`config.mk`:
```
export PLATFORM = sky130hd
export DESIGN_NAME = expression_lexer
export DESIGN_NICKNAME = d
export VERILOG_FILES = /design/src/rtl/exlex_pkg.sv /design/src/rtl/expression_lexer.sv
export SDC_FILE = /design/constraint.sdc
export NUM_CORES = 1
export LEC_CHECK = 0
export BUFFER_PORTS_ARGS = -buffer_cell sky130_fd_sc_hd__buf_4
export CAP_MARGIN = 20
export CORE_UTILIZATION = 50
export CTS_CLUSTER_DIAMETER = 50
export DETAILED_ROUTE_END_ITERATION = 16
export GPL_TIMING_DRIVEN = 0
export PLACE_DENSITY = 0.77
export SLEW_MARGIN = 20
export SYNTH_ARGS = -nofsm -noshare
export SYNTH_HDL_FRONTEND = slang
export SYNTH_SLANG_ARGS = --single-unit
```
`constraint.sdc`:
```
create_clock -name clk -period 12.7 [get_ports clk]
set_clock_uncertainty 0.1 [all_clocks]
set_input_delay 2.54 -clock clk [delete_from_list [all_inputs] [get_ports clk]]
set_output_delay 2.54 -clock clk [all_outputs]
set_load 0.005 [all_outputs]
```
`src/rtl/exlex_pkg.sv`:
```
package exlex_pkg;

  // position counter width and saturation value
  localparam int unsigned POS_W = 16;
  localparam logic [POS_W-1:0] POS_MAX = {POS_W{1'b1}};

  // results one input request can produce
  localparam int unsigned MAX_RES = 3;
  localparam int unsigned CNT_W = $clog2(MAX_RES + 1);

  // token kinds
  localparam logic [2:0] KIND_NUMBER   = 3'd0;
  localparam logic [2:0] KIND_OPERATOR = 3'd1;
  localparam logic [2:0] KIND_NAME     = 3'd2;
  localparam logic [2:0] KIND_LBRACKET = 3'd3;
  localparam logic [2:0] KIND_RBRACKET = 3'd4;
  localparam logic [2:0] KIND_END      = 3'd5;
  localparam logic [2:0] KIND_ERROR    = 3'd6;

  // error codes
  localparam logic [1:0] ERR_NONE     = 2'd0;
  localparam logic [1:0] ERR_UNKNOWN  = 2'd1;
  localparam logic [1:0] ERR_DOTS     = 2'd2;
  localparam logic [1:0] ERR_NAME_END = 2'd3;

  // characters of interest
  localparam logic [7:0] CH_PLUS   = 8'h2B;
  localparam logic [7:0] CH_MINUS  = 8'h2D;
  localparam logic [7:0] CH_STAR   = 8'h2A;
  localparam logic [7:0] CH_SLASH  = 8'h2F;
  localparam logic [7:0] CH_CARET  = 8'h5E;
  localparam logic [7:0] CH_PCT    = 8'h25;
  localparam logic [7:0] CH_DOT    = 8'h2E;
  localparam logic [7:0] CH_LPAREN = 8'h28;
  localparam logic [7:0] CH_RPAREN = 8'h29;
  localparam logic [7:0] CH_ZERO   = 8'h30;
  localparam logic [7:0] CH_NINE   = 8'h39;
  localparam logic [7:0] CH_SPACE  = 8'h20;
  localparam logic [7:0] CH_TAB    = 8'h09;
  localparam logic [7:0] CH_CR     = 8'h0D;

  // scanner mode, one-hot
  typedef enum logic [3:0] {
    MODE_IDLE   = 4'b0001,
    MODE_NUMBER = 4'b0010,
    MODE_NAME   = 4'b0100,
    MODE_HALTED = 4'b1000
  } mode_t;

  // one token descriptor
  typedef struct packed {
    logic [2:0]       kind;
    logic [POS_W-1:0] pos;
    logic [POS_W-1:0] len;
    logic [7:0]       sym;
    logic [1:0]       err;
    logic             last;
  } token_t;

  function automatic logic is_digit(input logic [7:0] c);
    return (c >= CH_ZERO) && (c <= CH_NINE);
  endfunction

  function automatic logic is_alpha(input logic [7:0] c);
    return ((c >= 8'h61) && (c <= 8'h7A)) || ((c >= 8'h41) && (c <= 8'h5A));
  endfunction

  function automatic logic is_space(input logic [7:0] c);
    return (c == CH_SPACE) || ((c >= CH_TAB) && (c <= CH_CR));
  endfunction

  function automatic logic is_op(input logic [7:0] c);
    return (c == CH_PLUS) || (c == CH_MINUS) || (c == CH_STAR) ||
           (c == CH_SLASH) || (c == CH_CARET) || (c == CH_PCT);
  endfunction

  // saturating increment
  function automatic logic [POS_W-1:0] sat_inc(input logic [POS_W-1:0] a);
    return (a == POS_MAX) ? a : a + 1'b1;
  endfunction

  // saturating sum
  function automatic logic [POS_W-1:0] sat_add(input logic [POS_W-1:0] a,
                                               input logic [POS_W-1:0] b);
    logic [POS_W:0] s;
    s = {1'b0, a} + {1'b0, b};
    return s[POS_W] ? POS_MAX : s[POS_W-1:0];
  endfunction

endpackage

```
`src/rtl/expression_lexer.sv`:
```
// Expression lexer: one character per request in, token descriptors out.
// An accepted input is held in the input register, then the scan logic
// loads its results into the result buffer. Throughput: one input per
// cycle while out_stall is low and each input yields at most one result;
// more results stall the input side until the last one is taken.
// Reset (rst_n low, synchronous) empties both registers and clears scan state.
module expression_lexer import exlex_pkg::*; (
  input  logic       clk,
  input  logic       rst_n,
  input  logic       in_valid,
  output logic       in_stall,
  input  logic [7:0] in_char_code,
  input  logic       in_char_valid,
  input  logic       in_end_of_expression,
  output logic       out_valid,
  input  logic       out_stall,
  output logic [2:0]       out_token_kind,
  output logic [POS_W-1:0] out_token_position,
  output logic [POS_W-1:0] out_token_length,
  output logic [7:0]       out_symbol_char,
  output logic [1:0]       out_error_code,
  output logic             out_last_of_run
);

  // input register
  logic       in_vld_r;
  logic [7:0] ch_r;
  logic       chv_r;
  logic       eoe_r;

  // scan state
  mode_t            mode_r, mode_nxt;
  logic             seen_r, seen_nxt;
  logic [POS_W-1:0] idx_r, idx_nxt;
  logic [POS_W-1:0] start_r, start_nxt;
  logic [POS_W-1:0] rlen_r, rlen_nxt;
  logic [1:0]       dots_r, dots_nxt;
  logic             pend_r, pend_nxt;

  // result buffer, entry 0 is presented
  token_t           res_r [MAX_RES];
  token_t           res_nxt [MAX_RES];
  logic [CNT_W-1:0] cnt_r;
  logic [CNT_W-1:0] n_nxt;

  logic take;
  logic process;
  logic accept;
  logic done;

  assign take    = (cnt_r != '0) && !out_stall;
  assign process = in_vld_r && ((cnt_r == '0) || ((cnt_r == CNT_W'(1)) && !out_stall));
  assign in_stall = in_vld_r && !process;
  assign accept  = in_valid && !in_stall;

  assign out_valid          = (cnt_r != '0);
  assign out_token_kind     = res_r[0].kind;
  assign out_token_position = res_r[0].pos;
  assign out_token_length   = res_r[0].len;
  assign out_symbol_char    = res_r[0].sym;
  assign out_error_code     = res_r[0].err;
  assign out_last_of_run    = res_r[0].last;

  // scan one character and build its results
  always_comb begin
    mode_nxt  = mode_r;
    seen_nxt  = seen_r;
    idx_nxt   = idx_r;
    start_nxt = start_r;
    rlen_nxt  = rlen_r;
    dots_nxt  = dots_r;
    pend_nxt  = pend_r;
    n_nxt     = '0;
    done      = 1'b0;
    for (int i = 0; i < MAX_RES; i++) res_nxt[i] = '0;

    if (chv_r && (mode_r != MODE_HALTED)) begin
      // continue or close a running token
      if (mode_r == MODE_NUMBER) begin
        if (is_digit(ch_r) || (ch_r == CH_DOT)) begin
          if ((ch_r == CH_DOT) && (dots_r != 2'd2)) dots_nxt = dots_r + 2'd1;
          rlen_nxt = sat_inc(rlen_r);
          idx_nxt  = sat_inc(idx_r);
          done     = 1'b1;
        end else if (dots_r == 2'd2) begin
          res_nxt[n_nxt] = '{KIND_ERROR, sat_add(start_r, rlen_r), '0, 8'h00,
                             ERR_DOTS, 1'b0};
          n_nxt    = n_nxt + 1'b1;
          mode_nxt = MODE_HALTED;
          done     = 1'b1;
        end else begin
          res_nxt[n_nxt] = '{KIND_NUMBER, start_r, rlen_r, 8'h00, ERR_NONE, 1'b0};
          n_nxt    = n_nxt + 1'b1;
          mode_nxt = MODE_IDLE;
        end
      end else if (mode_r == MODE_NAME) begin
        if (is_alpha(ch_r) || is_digit(ch_r)) begin
          rlen_nxt = sat_inc(rlen_r);
          idx_nxt  = sat_inc(idx_r);
          done     = 1'b1;
        end else begin
          mode_nxt = MODE_IDLE;
          if (is_space(ch_r)) begin
            // name ended by whitespace: held until the next token shows up
            pend_nxt = 1'b1;
            idx_nxt  = sat_inc(idx_r);
            done     = 1'b1;
          end else begin
            res_nxt[n_nxt] = '{KIND_NAME, start_r, rlen_r, 8'h00, ERR_NONE, 1'b0};
            n_nxt = n_nxt + 1'b1;
          end
        end
      end

      // start a new token
      if (!done) begin
        if (is_space(ch_r)) begin
          if (seen_r) idx_nxt = sat_inc(idx_r);
        end else begin
          seen_nxt = 1'b1;
          if (pend_r) begin
            res_nxt[n_nxt] = '{KIND_NAME, start_r, rlen_r, 8'h00, ERR_NONE, 1'b0};
            n_nxt    = n_nxt + 1'b1;
            pend_nxt = 1'b0;
          end
          idx_nxt = sat_inc(idx_r);
          if (is_digit(ch_r)) begin
            mode_nxt  = MODE_NUMBER;
            start_nxt = idx_r;
            rlen_nxt  = POS_W'(1);
            dots_nxt  = 2'd0;
          end else if (is_alpha(ch_r)) begin
            mode_nxt  = MODE_NAME;
            start_nxt = idx_r;
            rlen_nxt  = POS_W'(1);
          end else if (is_op(ch_r)) begin
            res_nxt[n_nxt] = '{KIND_OPERATOR, idx_r, POS_W'(1), ch_r, ERR_NONE, 1'b0};
            n_nxt = n_nxt + 1'b1;
          end else if (ch_r == CH_LPAREN) begin
            res_nxt[n_nxt] = '{KIND_LBRACKET, idx_r, POS_W'(1), ch_r, ERR_NONE, 1'b0};
            n_nxt = n_nxt + 1'b1;
          end else if (ch_r == CH_RPAREN) begin
            res_nxt[n_nxt] = '{KIND_RBRACKET, idx_r, POS_W'(1), ch_r, ERR_NONE, 1'b0};
            n_nxt = n_nxt + 1'b1;
          end else begin
            res_nxt[n_nxt] = '{KIND_ERROR, idx_r, '0, 8'h00, ERR_UNKNOWN, 1'b0};
            n_nxt    = n_nxt + 1'b1;
            mode_nxt = MODE_HALTED;
            idx_nxt  = idx_r;
          end
        end
      end
    end

    // close the expression
    if (eoe_r) begin
      if (mode_nxt == MODE_NUMBER) begin
        if (dots_nxt == 2'd2) begin
          res_nxt[n_nxt] = '{KIND_ERROR, sat_add(start_nxt, rlen_nxt), '0, 8'h00,
                             ERR_DOTS, 1'b0};
        end else begin
          res_nxt[n_nxt] = '{KIND_NUMBER, start_nxt, rlen_nxt, 8'h00, ERR_NONE, 1'b0};
        end
        n_nxt = n_nxt + 1'b1;
      end else if ((mode_nxt == MODE_NAME) || ((mode_nxt != MODE_HALTED) && pend_nxt)) begin
        res_nxt[n_nxt] = '{KIND_ERROR, sat_add(start_nxt, rlen_nxt), '0, 8'h00,
                           ERR_NAME_END, 1'b0};
        n_nxt = n_nxt + 1'b1;
      end
      res_nxt[n_nxt] = '{KIND_END, '0, '0, 8'h00, ERR_NONE, 1'b0};
      n_nxt     = n_nxt + 1'b1;
      mode_nxt  = MODE_IDLE;
      seen_nxt  = 1'b0;
      idx_nxt   = '0;
      start_nxt = '0;
      rlen_nxt  = '0;
      dots_nxt  = 2'd0;
      pend_nxt  = 1'b0;
    end

    // flag the final result of this request
    if (n_nxt != '0) res_nxt[n_nxt - 1'b1].last = 1'b1;
  end

  // input register
  always_ff @(posedge clk) begin
    if (!rst_n) begin
      in_vld_r <= 1'b0;
    end else if (accept) begin
      in_vld_r <= 1'b1;
    end else if (process) begin
      in_vld_r <= 1'b0;
    end
    if (accept) begin
      ch_r  <= in_char_code;
      chv_r <= in_char_valid;
      eoe_r <= in_end_of_expression;
    end
  end

  // scan state
  always_ff @(posedge clk) begin
    if (!rst_n) begin
      mode_r  <= MODE_IDLE;
      seen_r  <= 1'b0;
      idx_r   <= '0;
      start_r <= '0;
      rlen_r  <= '0;
      dots_r  <= 2'd0;
      pend_r  <= 1'b0;
    end else if (process) begin
      mode_r  <= mode_nxt;
      seen_r  <= seen_nxt;
      idx_r   <= idx_nxt;
      start_r <= start_nxt;
      rlen_r  <= rlen_nxt;
      dots_r  <= dots_nxt;
      pend_r  <= pend_nxt;
    end
  end

  // result buffer: load on process, shift down as results are taken
  always_ff @(posedge clk) begin
    if (!rst_n) begin
      cnt_r <= '0;
    end else if (process) begin
      cnt_r <= n_nxt;
    end else if (take) begin
      cnt_r <= cnt_r - 1'b1;
    end
    if (process) begin
      for (int i = 0; i < MAX_RES; i++) res_r[i] <= res_nxt[i];
    end else if (take) begin
      for (int i = 0; i < MAX_RES - 1; i++) res_r[i] <= res_r[i+1];
    end
  end

endmodule
```
* Yosys cells after proc, flatten, opt, wreduce, memory -nomap -nowiden
Memory sizes are Yosys's and may differ from the RTL's.
Index checks and enable logic that the tools add are counted.
** Word-level totals
- Bits in registers :: 69
- Memory bits (writable) :: 138
- Logic and storage cells :: 267
- Memories kept :: 1
** Memory list
- res_r :: depth 3, bits a word 46, read ports 3, clocked after memory_dff 0, wr ports 3, RTL line expression_lexer.sv:41 : token_t res_r [MAX_RES];
** Operators by class
- $add $sub $neg :: 11
- Magnitude comparators :: 18
- Eq/ne operators :: 24
- Multiplexer cells :: 151
- Bitwise gates (word level) :: 10
- Reduce and logical (&&, ||, !) cells :: 40
** Operators with widths (count)
- $mux 138 :: 18
- $bwmux 138 :: 9
- $mux 16 :: 35
- $demux 46 s2 :: 5
- $mux 46 :: 10
- $mux 45 :: 3
- $and 132x132->132 :: 1
- $not 132->132 :: 1
- $eq 8x6->1 const B :: 9
- $mux 4 :: 14
- $mux 2 :: 25
- $add 16x16->17 :: 2
- $add 16x1->16 const B :: 2
- $eq 16x16->1 const B :: 2
- $mux 1 :: 32
- $logic_and 1x1->1 :: 17
- $ge 8x7->1 const B :: 2
- $le 8x7->1 const B :: 2
- $ge 3x3->1 const B :: 5
- $lt 3x1->1 const B :: 5
- $not 2->3 :: 5
- $logic_or 1x1->1 :: 11
- $add 2x1->2 const B :: 5
- $reduce_bool 2->1 :: 5
- 19 further kinds :: 29

* Longest topological paths before layout
- Word-level depth :: 36
- Gate-level depth with buffers :: 25

* Worst setup path after synthesis
OpenSTA, ideal clock, no wires.
- Path type :: in2reg
- Start :: in out_stall
- End :: mem res_r[0][0] (netlist bit), enable pin
- Setup time :: 0.669 ns
- Arrival :: 8.982 ns
- Data required time :: 11.931 ns
- Setup slack :: 2.949 ns
- Cell stages on the path :: 1
- Cell sequence :: o21ai_0
** RTL lines
- from (decl) :: RTL line expression_lexer.sv:16 : input logic out_stall,
- to (decl) :: RTL line expression_lexer.sv:41

==> results.cfg <==
[clock_tree]
post-cts-setup-buffers = 0
clkSinkCount = 207
clockBufferDepth = 3
cts_made_buffers = 30
cts.root.buffer_cell = sky130_fd_sc_hd__clkbuf_16
clock_insertion_delay_worst_skew_ns = 0.59
htreeDepth = 1
path_clk_slew_ns = 0.06
cts_tree = built
number_of_buffers_inserted_by_hold_repair_at_cts = 0
cts.repair.resized = 0

[route]
post-route-drc-count = 0
drt_first_pass_iters = 6
drt_iter0_markers = 2497
drt-vias-per-instance = 6.99
routed-via-count = 15500
wl_per_cell_um = 29.8
postRouteWirelength_um = 66000
detail-route-antenna-nets = 0

[placed_design]
placed_wire_length_estimate_um = 50200
placement.setup.worst_slack_ns = 5.05
postPlaceCellArea_mm2 = 0.0161
placed_cells = 2155
buffer_ports.inserted = 61
place.gp.congestion = 1.05

[grt]
grt_start_max_net_pins = 56
met2_usage = 0.614
grt_util_met3 = 0.114
global_route.usage.met1 = 0.591
gr-usage-all-layers = 0.426
global_route_layer_with_the_greatest_usage = met2
grt_first_pass_wirelength_um = 95000
grt_remaining_overflow = 0
grt_antenna_before_repair = 1
grt_pass1_vias = 13900

[yosys]
ys_ff_latch = 207
synth_nets = 1761
synth_compound_gate_area_share = 0.285
yosysSeqAreaShare = 0.375
synth_top_area_share = 0.297
synth-main-ff-cell = sky130_fd_sc_hd__edfxtp_1
postSynthAreaPerCell_um2 = 8.82
synth_area_mm2 = 0.0150
synthDistinctLibCells = 106
netlist_top_cells_area = sky130_fd_sc_hd__edfxtp_1 (30%), sky130_fd_sc_hd__dfxtp_1 (7.9%), sky130_fd_sc_hd__a21oi_1 (4.8%), sky130_fd_sc_hd__nand2_1 (3.9%), sky130_fd_sc_hd__ha_1 (3.8%)
post_synth_xor_area_fraction = 0.0216
synth_warnings = 0
combinational_family_with_the_most_area_after_synthesis = compound AO/OA/AOI/OAI gates
count_of_flip_flops_with_a_built_in_enable_after_synthesis = 148
synth_fa_ha_area_frac = 0.0402
synth_cells = 1700
yosys.area_share.simple = 0.196
synth.area.mux_share = 0.0162
async_s_r_ff_share_synth = 0
yosysTopAreaCell = sky130_fd_sc_hd__edfxtp_1

[setup_path]
critPathMaxStageDelay_ns = 0.87
timing_worst_setup_path_type = reg2reg
crit_slowest_cell = sky130_fd_sc_hd__nor3_1
timing.critical_path.fanout_max = 10
required_ns = 12.89
setup.worst_path.start_class = flop
worstSetupEndpointType = flop
ordered_cell_list_for_the_critical_path = clkbuf_1, nor4b_2, o211ai_2, o21ai_2, inv_1, ha_1, o211ai_1, clkbuf_1, o211ai_1, ha_1, nand2_1, o21a_1, ha_1, clkbuf_1, and2_0, buf_1, nor3_1, clkbuf_1, a21oi_1, o31ai_1
timing.critical_path.arrival_ns = 8.23
most_frequent_cell_on_critical_path = sky130_fd_sc_hd__clkbuf_1

[die]
core_mm2 = 0.0296
ios = 62
floorplan.initialDensity = 0.507
design.die.area_mm2 = 0.0307
die_height_um = 175
rows = 63
die_w_um = 175

[timing]
worst_hold_slack_ns = 0.417
finalHoldViolations = 0
worst_slew_pin_slew_ns = 1.17
post-route-min-period_ns = 8.05
min_period_over_period = 0.634
timing.final.max_slew_violations = 0
rsz0062_at_grt = false
timing.setup.tns_ns = 0
fmax_mhz = 124
setup_viol = 0
max-slew-margin-rel = 0.210
setup_slack_ns = 4.65

[cells_and_area]
design.final.nets = 1859
multi_input_comb_area_mm2 = 0.00841
ff_latch_area_mm2 = 0.00563
stdcell_area_mm2 = 0.0171
final_layout_size_suffix_gt1_frac = 0.147
final_core_density = 0.577
fillers = 2667
fin_cells = 2213
synthToLayoutAreaGrowth_pct = 13.9
mostFrequentLayoutCells = sky130_fd_sc_hd__nand2_1 (157), sky130_fd_sc_hd__edfxtp_1 (148), sky130_fd_sc_hd__a21oi_1 (144), sky130_fd_sc_hd__nor2_1 (141), sky130_fd_sc_hd__buf_4 (107)
mostFrequentLayoutCell = sky130_fd_sc_hd__nand2_1

[pwr]
switching_share = 0.337
post-layout-total-power_mw = 2.34
p_leak_nw = 6.10
sequentialPowerShare = 0.385
power_frac_comb = 0.265
internal_power_mw = 1.55
power_density_mw_per_mm2 = 137
fraction_of_power_consumed_by_the_clock_network = 0.350
max-vdd-ir-drop_uv = 117
switching_power_uw = 789

[job]
cap_violations = 0

[outcome]
outcome = finished, final reports clean

[hold_path]
hold_class = reg2reg
==> registers in the layout, summed over array words and instances, names as in the netlist, 2 cells and up <==
signal / flops
res_r: 138
cnt_r: 2
rlen_r: 16
dots_r: 2
idx_r: 16
ch_r: 8
start_r: 16
mode_r: 4
==> critical path, delay by kind of cell, from the launching register on <==
| family | cells | cell delay, ns |
|---|---|---|
| AO/OA/AOI/OAI | 7 | 2.50 |
| adder cells (fa/ha/maj) | 3 | 0.86 |
| buffers and inverters | 6 | 1.96 |
| flip-flops | 1 | 0.30 |
| AND/OR/NAND/NOR | 4 | 2.00 |
==> kinds of logic after synthesis <==
family | after synthesis
AO/OA/AOI/OAI | 600
XOR/XNOR | 37
adder cells (fa/ha/maj) | 47
buffers and inverters | 205
flip-flops | 207
multiplexers | 22
other | 1
AND/OR/NAND/NOR | 581
==> power by group through the flow <==
stage	Combinational (mW)	Clock [mW]	Sequential, mW
6_report	0.621	0.819	0.902
5_1_grt	0.647	0.838	0.911
3_3_place_gp	0.561	0	0.950
4_1_cts	0.600	0.817	0.901
3_5_place_dp	0.598	0	0.914
2_1_floorplan	0.330	0	0.925
==> final timing paths <==
check                                             from                      to  slack (ns)  depth (start not counted)
worst min-delay path               seen_r$_SDFFE_PN0P_     seen_r$_SDFFE_PN0P_        0.42                          2
worst max register to register  mode_r[2]$_SDFFE_PN0P_  res_r[0][24]$_DFFE_PP_        4.65                         20
worst min register to register     seen_r$_SDFFE_PN0P_     seen_r$_SDFFE_PN0P_        0.42                          2
worst max-delay path            mode_r[2]$_SDFFE_PN0P_  res_r[0][24]$_DFFE_PP_        4.65                         20
==> cells in the mapped netlist (17+ instances only) <==
master / n
sky130_fd_sc_hd__a21oi_1: 144
sky130_fd_sc_hd__a221o_1: 17
sky130_fd_sc_hd__a22oi_1: 61
sky130_fd_sc_hd__a31oi_1: 30
sky130_fd_sc_hd__and3_1: 24
sky130_fd_sc_hd__buf_2: 20
sky130_fd_sc_hd__buf_4: 46
sky130_fd_sc_hd__clkbuf_1: 94
sky130_fd_sc_hd__dfxtp_1: 59
sky130_fd_sc_hd__edfxtp_1: 148
sky130_fd_sc_hd__ha_1: 45
sky130_fd_sc_hd__inv_1: 39
sky130_fd_sc_hd__mux2_2: 18
sky130_fd_sc_hd__nand2_1: 157
sky130_fd_sc_hd__nand3_1: 39
sky130_fd_sc_hd__nand4_1: 19
sky130_fd_sc_hd__nor2_1: 142
sky130_fd_sc_hd__nor2b_1: 43
sky130_fd_sc_hd__nor3_1: 57
sky130_fd_sc_hd__o211ai_1: 28
sky130_fd_sc_hd__o21a_1: 18
sky130_fd_sc_hd__o21ai_0: 82
sky130_fd_sc_hd__xnor2_1: 21
==> area by class of cell <==
cell class                      count  area share
Multi-Input combinational cell   1288       0.493
Sequential cell                   207       0.330
Clock buffer                       41      0.0493
Buffer                            165      0.0488
Timing Repair Buffer               66      0.0336
Tap cell                          390      0.0286
Inverter                           40     0.00909
Clock inverter                     15     0.00799
Antenna cell                        1    0.000147
==> routing by layer <==
layer / wire length [µm] / up-vias
li1: - / 6674
met1: 26200 / 7368
met2: 27100 / 1194
met3: 9230 / 229
met4: 3480 / 2
met5: 13 / -
(Power assumes the default switching activity.)
